[config.mk]
export PLATFORM = sky130hd
export DESIGN_NAME = tcw_ctrl
export DESIGN_NICKNAME = d
export VERILOG_FILES = /design/src/sv/tcw_pkg.sv /design/src/sv/tcw_ctrl.sv
export SDC_FILE = /design/constraint.sdc
export NUM_CORES = 1
export LEC_CHECK = 0
export ABC_AREA = 0
export BUFFER_PORTS_ARGS = -buffer_cell sky130_fd_sc_hd__buf_2
export CAP_MARGIN = 20
export CORE_AREA = 2 2 39 41
export CTS_BUF_LIST = sky130_fd_sc_hd__clkbuf_8
export DETAILED_ROUTE_END_ITERATION = 8
export DIE_AREA = 0 0 41 43
export PLACE_DENSITY = 0.64
export SYNTH_ARGS = -nofsm -noshare
export SYNTH_HDL_FRONTEND = slang
export SYNTH_SLANG_ARGS = --single-unit
[constraint.sdc]
create_clock -name clk_i -period 1.9 [get_ports clk_i]
set_clock_uncertainty 0.05 [all_clocks]
set_input_delay 0.19 -clock clk_i [delete_from_list [all_inputs] [get_ports clk_i]]
set_output_delay 0.19 -clock clk_i [all_outputs]
set_load 0.02 [all_outputs]
[src/sv/tcw_pkg.sv]
package tcw_pkg;

  // screen geometry
  localparam int COLUMNS = 80;
  localparam int ROWS    = 25;
  localparam int CELLS   = COLUMNS * ROWS;

  localparam int ADDR_W  = (CELLS > 1) ? $clog2(CELLS) : 1;
  localparam int COL_W   = (COLUMNS > 1) ? $clog2(COLUMNS) : 1;
  localparam int ROW_W   = $clog2(ROWS);

  // field widths of the channels
  localparam int OPCODE_W   = 2;
  localparam int CHAR_W     = 8;
  localparam int RD_ROW_W   = 5;
  localparam int RD_COL_W   = 7;
  localparam int WORD_W     = 16;
  localparam int CUR_COL_W  = 7;
  localparam int CUR_ROW_W  = 5;
  localparam int ATTR_W     = 8;

  localparam logic [ATTR_W-1:0] ATTR_RESET   = 8'h07;
  localparam logic [CHAR_W-1:0] BLANK_CHAR   = 8'h20;
  localparam logic [CHAR_W-1:0] CH_BACKSPACE = 8'h08;
  localparam logic [CHAR_W-1:0] CH_NEWLINE   = 8'h0A;
  localparam logic [CHAR_W-1:0] CH_RETURN    = 8'h0D;

  typedef enum logic [OPCODE_W-1:0] {
    OP_PUT   = 2'd0,
    OP_CLEAR = 2'd1,
    OP_READ  = 2'd2
  } opcode_e;

  typedef enum logic [3:0] {
    S_INIT,
    S_IDLE,
    S_EXEC,
    S_RDWAIT,
    S_FILL,
    S_MOVE,
    S_DRAIN,
    S_BLANK,
    S_DONE
  } state_e;

  typedef struct packed {
    logic capture;      // latch the accepted item
    logic exec;         // cursor update, single-cell write, sweep setup
    logic fill;         // blank the cell at the sweep counter
    logic fill_init;    // blank value of the power-up clear
    logic move_step;    // scroll: read the cell one row below
    logic blank_init;   // point the sweep counter at the bottom row
    logic cap_word;     // take the read data into the result word
    logic load_result;  // load the output register
  } cmd_t;

  typedef struct packed {
    logic op_clear;
    logic op_read;
    logic need_scroll;
    logic read_hit;
    logic sweep_last;
    logic out_free;
  } status_t;

endpackage

[src/sv/tcw_ctrl.sv]
module tcw_ctrl import tcw_pkg::*; (
  input  logic    clk_i,
  input  logic    rst_ni,
  input  logic    in_valid_i,
  output logic    in_ready_o,
  input  status_t sts_i,
  output cmd_t    cmd_o
);

  state_e state_q, state_d;

  always_ff @(posedge clk_i or negedge rst_ni) begin
    if (!rst_ni) begin
      state_q <= S_INIT;
    end else begin
      state_q <= state_d;
    end
  end

  always_comb begin
    state_d    = state_q;
    cmd_o      = '0;
    in_ready_o = 1'b0;
    case (state_q)
      S_INIT: begin
        cmd_o.fill      = 1'b1;
        cmd_o.fill_init = 1'b1;
        if (sts_i.sweep_last) state_d = S_IDLE;
      end
      S_IDLE: begin
        in_ready_o = 1'b1;
        if (in_valid_i) begin
          cmd_o.capture = 1'b1;
          state_d       = S_EXEC;
        end
      end
      S_EXEC: begin
        cmd_o.exec = 1'b1;
        if (sts_i.op_clear) begin
          state_d = S_FILL;
        end else if (sts_i.need_scroll) begin
          state_d = S_MOVE;
        end else if (sts_i.op_read && sts_i.read_hit) begin
          state_d = S_RDWAIT;
        end else begin
          state_d = S_DONE;
        end
      end
      S_RDWAIT: begin
        cmd_o.cap_word = 1'b1;
        state_d        = S_DONE;
      end
      S_FILL: begin
        cmd_o.fill = 1'b1;
        if (sts_i.sweep_last) state_d = S_DONE;
      end
      S_MOVE: begin
        cmd_o.move_step = 1'b1;
        if (sts_i.sweep_last) state_d = S_DRAIN;
      end
      S_DRAIN: begin
        // last moved cell is written by the datapath this cycle
        cmd_o.blank_init = 1'b1;
        state_d          = S_BLANK;
      end
      S_BLANK: begin
        cmd_o.fill = 1'b1;
        if (sts_i.sweep_last) state_d = S_DONE;
      end
      S_DONE: begin
        if (sts_i.out_free) begin
          cmd_o.load_result = 1'b1;
          state_d           = S_IDLE;
        end
      end
      default: state_d = S_IDLE;
    endcase
  end

endmodule

==> metrics.cfg <==
[timing]
max_freq_mhz=554
worstMarginPinSlew_ns=0.326
totalNegativeSetupSlack_ns=0
hold_viol_final=0
timing.hold.ws_ns=0.251
finalCritPeriodShare=0.950
finalSetupViolCount=0
rsz0062_at_grt=false
slew_viol_final=0
period_needed_ns=1.80
slew_headroom=0.779

[die]
core_um2=1380
die_h_um=43
die_w_um=41
fp-row-count=14
dieArea_um2=1760
start_util=0.278
ios=18

[placement]
dp_hpwl_um=772
io_buffers=17
gp_congestion=0.781
placed_area_um2=488
dp_cells=82

[min_path]
hp-class=in2reg
min-delay-start=sts_i[1]
holdPathStages=4

[cells_and_area]
final_common_cell=buf_2
n_antenna_cell=0
final_cell_mix=buf_2, nor2_1, nor3_1
final_cells=86
largest_registers=state_q: 4 flops
area_growth_syn_to_layout_pct=40.7
regMostFlops=state_q
largest_reg_flops=4
layout.nets=81
drive_above_1_share=0.371
final_area_um2=541

[grt]
grt_pass1_wl_mm=1.66
grt_pass1_vias=381
grt_max_degree=13
antenna_found_initial=0
overflow=0
grt_use_total=0.138

[setup_path]
end_kind=flop
critPathMaxFanout=9
crit_start=state_q[1]$_DFFE_PN0P_
r2r_cells=4
arrival_ns=1.85
rr_startpoint=state_q[1]$_DFFE_PN0P_
required_ns=1.94
crit_path_start_kind=flop
worst-setup-path-type=reg2reg

[clocking]
cts_buffer_depth=2
htreeDepth=1
post-cts-setup-buffer-count=0
clkSinkCount=4
cts_buffers=3
cts-root-buf=clkbuf_8
cts_tree=done
clkTransAtPathRegs_ns=0.03
clkLatencyLatePin_ns=0.22

[drt]
drc=0
first_iter_violations=5
postRouteAntennaNets=0
drt_pass1_iterations=4
wl_per_cell_um=11.4
viasPerCell=5.20
routed_wl_um=982
vias=447

[power_and_ir_drop]
finalPower_w=0.000910
power_density_nw_per_um2=1680
p_leak_nw=0.261
ir_drop_mv=0.554

[yosys]
yosys_register_bits=4
synth_edf_count=0
synthArstFlopShare=1.00
ys.warnings.count=0
yosysSeqAreaShare=0.261
ys.flop_type=dfrtp_1
syn_nets=59
synth_cells=50
synth_cell_types=29
syn_area_um2=384
synth_area_per_cell_um2=7.68

[run_status]
status=complete, no violations

[run]
maxCapViolations=0

metal layers:
metal / up-vias / global-route usage / part of all wire
met3: 0 / 0.0628 / 0.082
met5: - / 0 / 0
met2: 19 / 0.197 / 0.48
li1: 224 / - / -
met1: 204 / 0.192 / 0.44
met4: 0 / 0.0200 / 0
through the flow:
| stage | utilization | worst slack (ns) |
|---|---|---|
| global route | 0.391 | 0.0213 |
| global placement | 0.353 | 0.107 |
| finish | 0.391 | 0.0957 |
| detailed placement | 0.353 | 0.0746 |
| floorplan | - | 0.145 |
| CTS | 0.390 | 0.0721 |
critical path, stage by stage, from the launching register on:
cell     delay, ns
dfrtp_2       0.46
or4b_1        0.53
a31oi_1       0.22
a31oi_1       0.10
mux2_1        0.32
power by group:
part	internal (W)	leakage, nW	switching, W
clock network	0.000135	0.0216	0.0000411
logic	0.000239	0.189	0.000325
registers	0.000124	0.0498	0.0000468
cell usage after synthesis (all sizes together) (2+ instances only):
library cell / instances / area share
nor2: 6 / 0.059
nand2b: 3 / 0.068
a31oi: 2 / 0.033
nor3: 5 / 0.065
mux2: 2 / 0.059
a21oi: 3 / 0.039
nand2: 3 / 0.029
nand3: 2 / 0.026
buf: 3 / 0.052
inv: 2 / 0.020
dfrtp: 4 / 0.26
worst paths after layout:
check,to,slack [ns]
setup reg to reg,state_q[1]$_DFFE_PN0P_,0.1
setup / recovery,state_q[1]$_DFFE_PN0P_,0.1
max in group asynchronous,state_q[1]$_DFFE_PN0P_,1.41
min in group asynchronous,state_q[0]$_DFFE_PN0P_,0.26
hold reg to reg,state_q[1]$_DFFE_PN0P_,0.58
hold / removal,state_q[2]$_DFFE_PN0P_,0.25
area by class of cell:
cell class | instances | area (um2)
Multi-Input combinational cell | 39 | 249
Timing Repair Buffer | 21 | 118
Sequential cell | 4 | 101
Clock buffer | 3 | 41.3
Tap cell | 16 | 20.0
Fill cell | 156 | 843
Inverter | 3 | 11.3
cells by family after synthesis:
family          count (synthesis)  synth area share
simple gates                   26             0.378
compound gates                 10             0.189
buf+inv                         7            0.0912
flops                           4             0.261
mux                             2            0.0586
xor+xnor                        1            0.0228
what timing repair did:
action,in CTS,in global routing
gates resized for setup,0,1
hold buffers,1,0
hold endpoints to repair,4,0
setup endpoints to repair,0,2
(Power assumes the default switching activity.)
