## src/sv/tcw_pkg.sv

```systemverilog
package tcw_pkg;

  // screen geometry
  localparam int COLUMNS = 80;
  localparam int ROWS    = 25;
  localparam int CELLS   = COLUMNS * ROWS;

  localparam int ADDR_W  = (CELLS > 1) ? $clog2(CELLS) : 1;
  localparam int COL_W   = (COLUMNS > 1) ? $clog2(COLUMNS) : 1;
  localparam int ROW_W   = $clog2(ROWS);

  // field widths of the channels
  localparam int OPCODE_W   = 2;
  localparam int CHAR_W     = 8;
  localparam int RD_ROW_W   = 5;
  localparam int RD_COL_W   = 7;
  localparam int WORD_W     = 16;
  localparam int CUR_COL_W  = 7;
  localparam int CUR_ROW_W  = 5;
  localparam int ATTR_W     = 8;

  localparam logic [ATTR_W-1:0] ATTR_RESET   = 8'h07;
  localparam logic [CHAR_W-1:0] BLANK_CHAR   = 8'h20;
  localparam logic [CHAR_W-1:0] CH_BACKSPACE = 8'h08;
  localparam logic [CHAR_W-1:0] CH_NEWLINE   = 8'h0A;
  localparam logic [CHAR_W-1:0] CH_RETURN    = 8'h0D;

  typedef enum logic [OPCODE_W-1:0] {
    OP_PUT   = 2'd0,
    OP_CLEAR = 2'd1,
    OP_READ  = 2'd2
  } opcode_e;

  typedef enum logic [3:0] {
    S_INIT,
    S_IDLE,
    S_EXEC,
    S_RDWAIT,
    S_FILL,
    S_MOVE,
    S_DRAIN,
    S_BLANK,
    S_DONE
  } state_e;

  typedef struct packed {
    logic capture;      // latch the accepted item
    logic exec;         // cursor update, single-cell write, sweep setup
    logic fill;         // blank the cell at the sweep counter
    logic fill_init;    // blank value of the power-up clear
    logic move_step;    // scroll: read the cell one row below
    logic blank_init;   // point the sweep counter at the bottom row
    logic cap_word;     // take the read data into the result word
    logic load_result;  // load the output register
  } cmd_t;

  typedef struct packed {
    logic op_clear;
    logic op_read;
    logic need_scroll;
    logic read_hit;
    logic sweep_last;
    logic out_free;
  } status_t;

endpackage

```

## src/sv/tcw_datapath.sv

```systemverilog
module tcw_datapath import tcw_pkg::*; (
  input  logic                 clk_i,
  input  logic                 rst_ni,
  input  cmd_t                 cmd_i,
  output status_t              sts_o,
  input  logic                 cfg_we_i,
  input  logic [ATTR_W-1:0]    cfg_wdata_i,
  input  logic [OPCODE_W-1:0]  opcode_i,
  input  logic [CHAR_W-1:0]    char_code_i,
  input  logic [RD_ROW_W-1:0]  read_row_i,
  input  logic [RD_COL_W-1:0]  read_col_i,
  output logic                 out_valid_o,
  input  logic                 out_ready_i,
  output logic [WORD_W-1:0]    cell_word_o,
  output logic [CUR_COL_W-1:0] cursor_col_o,
  output logic [CUR_ROW_W-1:0] cursor_row_o,
  output logic                 scrolled_o,
  output logic                 ram_we_o,
  output logic [ADDR_W-1:0]    ram_waddr_o,
  output logic [WORD_W-1:0]    ram_wdata_o,
  output logic                 ram_re_o,
  output logic [ADDR_W-1:0]    ram_raddr_o,
  input  logic [WORD_W-1:0]    ram_rdata_i
);

  // control state
  logic [ATTR_W-1:0] attr_q;
  logic [COL_W-1:0]  col_q, col_d;
  logic [ROW_W-1:0]  row_q, row_d;
  logic [ADDR_W-1:0] cnt_q, cnt_d;
  logic              pend_q, pend_d;
  logic              scroll_q, scroll_d;
  logic              out_valid_q;

  // payload
  logic [OPCODE_W-1:0]  op_q;
  logic [CHAR_W-1:0]    ch_q;
  logic [RD_ROW_W-1:0]  rd_row_q;
  logic [RD_COL_W-1:0]  rd_col_q;
  logic [ADDR_W-1:0]    pend_addr_q, pend_addr_d;
  logic [WORD_W-1:0]    word_q, word_d;
  logic [WORD_W-1:0]    cell_word_q;
  logic [CUR_COL_W-1:0] cursor_col_q;
  logic [CUR_ROW_W-1:0] cursor_row_q;
  logic                 scrolled_q;

  logic              is_nl, is_cr, is_bs, is_print;
  logic              col_last, row_last;
  logic              op_put, op_clear, op_read, read_hit, need_scroll, out_free;
  logic [ADDR_W-1:0] cur_addr, rd_addr;
  logic [WORD_W-1:0] fill_word, blank_word;

  assign is_nl    = (ch_q == CH_NEWLINE);
  assign is_cr    = (ch_q == CH_RETURN);
  assign is_bs    = (ch_q == CH_BACKSPACE);
  assign is_print = !(is_nl || is_cr || is_bs);

  assign col_last = (col_q == COL_W'(COLUMNS - 1));
  assign row_last = (row_q == ROW_W'(ROWS - 1));

  assign op_put   = (op_q == OP_PUT);
  assign op_clear = (op_q == OP_CLEAR);
  assign op_read  = (op_q == OP_READ);
  assign read_hit = (rd_row_q < ROWS) && (rd_col_q < COLUMNS);
  assign need_scroll = op_put && row_last && (is_nl || (is_print && col_last));
  assign out_free = !out_valid_q || out_ready_i;

  assign cur_addr = ADDR_W'(row_q) * ADDR_W'(COLUMNS) + ADDR_W'(col_q);
  assign rd_addr  = ADDR_W'(rd_row_q) * ADDR_W'(COLUMNS) + ADDR_W'(rd_col_q);

  assign blank_word = {attr_q, BLANK_CHAR};
  assign fill_word  = cmd_i.fill_init ? {ATTR_RESET, BLANK_CHAR} : blank_word;

  always_comb begin
    sts_o             = '0;
    sts_o.op_clear    = op_clear;
    sts_o.op_read     = op_read;
    sts_o.need_scroll = need_scroll;
    sts_o.read_hit    = read_hit;
    sts_o.sweep_last  = (cnt_q == ADDR_W'(CELLS - 1));
    sts_o.out_free    = out_free;
  end

  // memory ports; the pending scroll write never meets a fill or an exec write
  always_comb begin
    ram_we_o    = 1'b0;
    ram_waddr_o = cnt_q;
    ram_wdata_o = fill_word;
    if (pend_q) begin
      ram_we_o    = 1'b1;
      ram_waddr_o = pend_addr_q;
      ram_wdata_o = ram_rdata_i;
    end else if (cmd_i.fill) begin
      ram_we_o = 1'b1;
    end else if (cmd_i.exec && op_put) begin
      if (is_print) begin
        ram_we_o    = 1'b1;
        ram_waddr_o = cur_addr;
        ram_wdata_o = {attr_q, ch_q};
      end else if (is_bs && (col_q != '0)) begin
        ram_we_o    = 1'b1;
        ram_waddr_o = cur_addr - ADDR_W'(1);
        ram_wdata_o = blank_word;
      end
    end
  end

  assign ram_re_o    = cmd_i.move_step || (cmd_i.exec && op_read && read_hit);
  assign ram_raddr_o = cmd_i.move_step ? cnt_q : rd_addr;

  always_comb begin
    col_d       = col_q;
    row_d       = row_q;
    cnt_d       = cnt_q;
    scroll_d    = scroll_q;
    word_d      = word_q;
    pend_d      = cmd_i.move_step;
    pend_addr_d = cnt_q - ADDR_W'(COLUMNS);
    if (cmd_i.fill || cmd_i.move_step) cnt_d = cnt_q + ADDR_W'(1);
    if (cmd_i.blank_init) cnt_d = ADDR_W'((ROWS - 1) * COLUMNS);
    if (cmd_i.cap_word) word_d = ram_rdata_i;
    if (cmd_i.exec) begin
      scroll_d = need_scroll;
      word_d   = '0;
      if (op_clear) begin
        col_d = '0;
        row_d = '0;
        cnt_d = '0;
      end else if (op_put) begin
        if (is_nl) begin
          col_d = '0;
          if (!row_last) row_d = row_q + ROW_W'(1);
        end else if (is_cr) begin
          col_d = '0;
        end else if (is_bs) begin
          if (col_q != '0) col_d = col_q - COL_W'(1);
        end else if (col_last) begin
          col_d = '0;
          if (!row_last) row_d = row_q + ROW_W'(1);
        end else begin
          col_d = col_q + COL_W'(1);
        end
        if (need_scroll) cnt_d = ADDR_W'(COLUMNS);
      end
    end
  end

  always_ff @(posedge clk_i or negedge rst_ni) begin
    if (!rst_ni) begin
      attr_q      <= ATTR_RESET;
      col_q       <= '0;
      row_q       <= '0;
      cnt_q       <= '0;
      pend_q      <= 1'b0;
      scroll_q    <= 1'b0;
      out_valid_q <= 1'b0;
    end else begin
      if (cfg_we_i) attr_q <= cfg_wdata_i;
      col_q    <= col_d;
      row_q    <= row_d;
      cnt_q    <= cnt_d;
      pend_q   <= pend_d;
      scroll_q <= scroll_d;
      if (cmd_i.load_result) begin
        out_valid_q <= 1'b1;
      end else if (out_ready_i) begin
        out_valid_q <= 1'b0;
      end
    end
  end

  always_ff @(posedge clk_i) begin
    if (cmd_i.capture) begin
      op_q     <= opcode_i;
      ch_q     <= char_code_i;
      rd_row_q <= read_row_i;
      rd_col_q <= read_col_i;
    end
    pend_addr_q <= pend_addr_d;
    word_q      <= word_d;
    if (cmd_i.load_result) begin
      cell_word_q  <= word_q;
      cursor_col_q <= CUR_COL_W'(col_q);
      cursor_row_q <= CUR_ROW_W'(row_q);
      scrolled_q   <= scroll_q;
    end
  end

  assign out_valid_o  = out_valid_q;
  assign cell_word_o  = cell_word_q;
  assign cursor_col_o = cursor_col_q;
  assign cursor_row_o = cursor_row_q;
  assign scrolled_o   = scrolled_q;

`ifndef NO_ASSERTIONS
  a_cursor_range: assert property (@(posedge clk_i) disable iff (!rst_ni)
    (col_q < COLUMNS) && (row_q < ROWS))
    else $error("cursor out of screen");

  a_write_exclusive: assert property (@(posedge clk_i) disable iff (!rst_ni)
    pend_q |-> !cmd_i.fill && !cmd_i.exec)
    else $error("scroll write collides with another write");

  a_scroll_row: assert property (@(posedge clk_i) disable iff (!rst_ni)
    (cmd_i.load_result && scroll_q) |-> row_last)
    else $error("scrolled result not on the last row");

  a_load_free: assert property (@(posedge clk_i) disable iff (!rst_ni)
    cmd_i.load_result |-> out_free)
    else $error("result overwrites an untaken transaction");
`endif

endmodule

```

## config.mk

```make
export PLATFORM = sky130hd
export DESIGN_NAME = tcw_datapath
export DESIGN_NICKNAME = d
export VERILOG_FILES = /design/src/sv/tcw_pkg.sv /design/src/sv/tcw_datapath.sv
export SDC_FILE = /design/constraint.sdc
export NUM_CORES = 1
export LEC_CHECK = 0
export BUFFER_PORTS_ARGS = -buffer_cell sky130_fd_sc_hd__buf_2
export CAP_MARGIN = 10
export CORE_MARGIN = 1.5
export CORE_UTILIZATION = 25
export DETAILED_ROUTE_END_ITERATION = 8
export PLACE_DENSITY = 0.53
export REMOVE_ABC_BUFFERS = 1
export SETUP_SLACK_MARGIN = 0.5
export SYNTH_ARGS = -nofsm -noshare
export SYNTH_HDL_FRONTEND = slang
export SYNTH_SLANG_ARGS = --single-unit
```

## constraint.sdc

```tcl
create_clock -name clk_i -period 7.09 [get_ports clk_i]
set_clock_uncertainty 0.1 [all_clocks]
set_input_delay 1.418 -clock clk_i [delete_from_list [all_inputs] [get_ports clk_i]]
set_output_delay 1.418 -clock clk_i [all_outputs]
set_load 0.1 [all_outputs]
```

==> impl_metrics.tcl <==
set metrics [dict create \
    clk_latency_ns 0.36 \
    cp.arrival_ns 4.01 \
    grt_remaining_overflow 0 \
    row_count 55 \
    p_int_mw 1.121 \
    core_um2 22920 \
    post_cts_resized 0 \
    fin_setup_tns_ns 0 \
    grt_max_degree 37 \
    maxCapViolations 0 \
    period_share_pct 78.04 \
    hold_class "flip-flop to flip-flop" \
    fin_area_um2 7116 \
    synthArstFlopShare_pct 30.36 \
    slowest_stage "a21oi_1" \
    worst_pin_slew_ns 0.9259 \
    root_buffer "clkbuf_16" \
    postCtsSetupRepairBufs 0 \
    die_x_um 156.5 \
    layout_min_cycle_time_ns 5.533 \
    worstSetupPathType "input port to output port" \
    ir_drop_mv 0.1180 \
    synth-seq-cells 112 \
    synth_top_family_by_area "simple AND/OR/NAND/NOR gates" \
    final_antenna_net_count 0 \
    synthMuxAreaShare_pct 5.902 \
    start_kind "input port" \
    wl_per_cell_um 16.27 \
    synthAdderAreaFrac_pct 7.091 \
    wirelength_mm 15.94 \
    crit_fanout 20 \
    cp.required_ns 5.57 \
    numCtsBuffers 9 \
    finalHoldViolCount 0 \
    status "finished clean" \
    hold_buffers 0 \
    slew_viol_final 0 \
    switching_share_pct 40.98 \
    clock-sinks 112 \
    start_util_pct 25.72 \
    avgSynthCellArea_um2 10.79 \
    h-tree-depth 3 \
    yosysWarnings 0 \
    synthXorXnorAreaFrac_pct 5.350 \
    io-pin-count 134 \
    grt_pass1_wl_mm 24.84 \
    rsz0062_at_grt "false" \
    setup_viol_count_final 0 \
    syn2layout_area_growth_pct 20.74 \
    p_leak_nw 3.004 \
    die_h_um 156.5 \
    dr.pass1.iters 5 \
    vias 4490 \
    powerDensity_nw_per_um2 267.0 \
    crit_path_cell_trace "buf_2 -> nand2b_1 -> nor3_2 -> nand2b_1 -> a21oi_1 -> a22o_1 -> buf_2" \
    worst_setup_path_end_kind "output port" \
    synth_flop_cell "edfxtp_1" \
    worst-r2r-cell-count 6 \
    grt_use_total_pct 13.42 \
    nets 750 \
    clkPwrFrac_pct 27.5 \
    clock_path_buffers 2 \
    pwr-share-comb_pct 31.0 \
    synth-edff-count 51 \
    fmax_mhz 180.7 \
    tritoncts "yes" \
    seq_power_share_pct 41.6 \
    grt_antenna_before_repair 2 \
    vias_per_cell 4.582 \
    p_sw_uw 778.6 \
    die_area_um2 24500 \
    synth_compound_gate_area_share_pct 13.01 \
    syn_area_um2 5893 \
    synth_cell_types 64 \
    path_clk_slew_ns 0.08 \
    gp_congestion 0.8156 \
    r2r_slack_ns 4.32 \
    portBuffers 133 \
    dp_hpwl_mm 12.18 \
    first_global_vias 4376 \
    drc_errors 0 \
    hold_depth 0 \
    seq_area_frac_synth_pct 49.66 \
    drt-initial-drc-count 330 \
    place_area_um2 6808 \
    worst_path_largest_cell_delay_ns 0.50 \
    layout-drive-gt1-share_pct 26.73 \
    max_slew_margin_pct 38.00 \
    yosys.area_share.simple_pct 14.71 \
    syn_inst 546 \
]
-- per-stage QoR --
step / worst slack (ns) / hold WS [ns] / power [mW] / std cells / utilization [%]
floorplan: 1.015 / 0.3076 / 1.249 / 516 / -
global placement: 1.656 / 0.3115 / 1.395 / 963 / 29.71
detailed placement: 1.581 / 0.3141 / 1.394 / 963 / 29.71
CTS: 1.564 / 0.3345 / 1.933 / 979 / 31.04
global route: 1.238 / 0.3470 / 1.996 / 979 / 31.04
finish: 1.557 / 0.3358 / 1.900 / 980 / 31.05
-- power groups by stage --
stage,clock (mW),combinational (mW),sequential (mW)
floorplan,0,0.369,0.880
finish,0.522,0.588,0.790
global placement,0,0.590,0.805
global route,0.568,0.629,0.799
CTS,0.550,0.591,0.791
detailed placement,0,0.589,0.805
-- worst max-delay path, delay by kind of cell --
family / cells / cell delay (ns)
buffers and inverters: 2 / 0.80
and+or+nand+nor: 3 / 1.08
AOI/OAI and AO/OA: 2 / 0.70
-- kinds of logic (layout without fill, tap and decap cells) --
kind of cell / Yosys count / in the layout
and+or+nand+nor: 168 / 168
DFF: 112 / 112
AOI/OAI and AO/OA: 109 / 109
buffers and inverters: 57 / 177
xor gates and xnor gates: 36 / 36
muxes: 33 / 33
adders and majority gates: 31 / 31
other: 0 / 1
-- sequential cells by signal, summed over array words and instances, names as in the netlist --
register,cells
attr_q,8
cursor_row_o,5
col_q,7
rd_col_q,7
op_q,2
pend_q,1
cnt_q,11
word_q,16
out_valid_o,1
scrolled_o,1
ch_q,8
cell_word_o,16
cursor_col_o,7
scroll_q,1
row_q,5
pend_addr_q,11
rd_row_q,5
-- per-layer routing --
metal / global-route usage [%] / routed length (µm)
met2: 21.04 / 6970
met1: 18.45 / 7806
met4: 3.492 / 174
met3: 3.268 / 982
met5: 0 / 10
-- cell type report --
class | instances | area (µm²)
inverter | 27 | 101.3
multi-input combinational | 377 | 2715
antenna | 1 | 2.502
clock inverter | 7 | 80.08
clock buffer | 9 | 225.2
sequential | 112 | 2927
fill | 2444 | 15800
timing repair buffer | 134 | 673.1
tap | 313 | 391.6
-- path summary, 6_finish.rpt --
check,start,to
worst max-delay path,cmd_i[6],ram_wdata_o[14]
worst min-delay path,word_q[4],cell_word_o[4]
worst max register to register,ch_q[0],col_q[6]
worst min register to register,word_q[4],cell_word_o[4]
max in group asynchronous,rst_ni,scroll_q
min in group asynchronous,rst_ni,col_q[0]
-- placed cells by master (no fill, tap or decap), types with 5 or more instances in the layout --
cell type and n:
a21o_1 5, a21oi_1 17, a22o_1 14, a31oi_1 6, and3_1 5, buf_2 133
clkbuf_16 9, dfrtp_1 31, dfxtp_1 27, edfxtp_1 51, ha_1 27, inv_1 27
mux2_2 14, mux2i_1 19, nand2_1 33, nand2b_1 6, nand3_1 20, nor2_1 51
nor2b_1 7, nor3_1 13, nor4_1 5, o21ai_0 24, o22ai_1 5, o31ai_1 8
or3_1 6, xnor2_1 18, xor2_1 18
-- cells in the mapped netlist (6+ instances only) --
library cell	count	area (µm²)
buf_4	7	52.55
edfxtp_1	51	1531
o31ai_1	8	60.06
mux2_2	14	157.7
nor2_1	51	191.4
a21oi_1	17	85.08
nand2b_1	6	37.54
mux2i_1	19	190.2
a22o_1	14	122.6
inv_1	27	101.4
ha_1	27	337.8
clkbuf_1	19	71.32
nor3_1	13	65.06
xnor2_1	18	157.7
dfxtp_1	27	540.5
or3_1	6	37.54
nand3_1	20	100.1
nand2_1	33	123.9
nor2b_1	7	43.79
xor2_1	18	157.7
a31oi_1	6	37.54
dfrtp_1	31	775.7
o21ai_0	24	120.1
(Power assumes the default switching activity.)
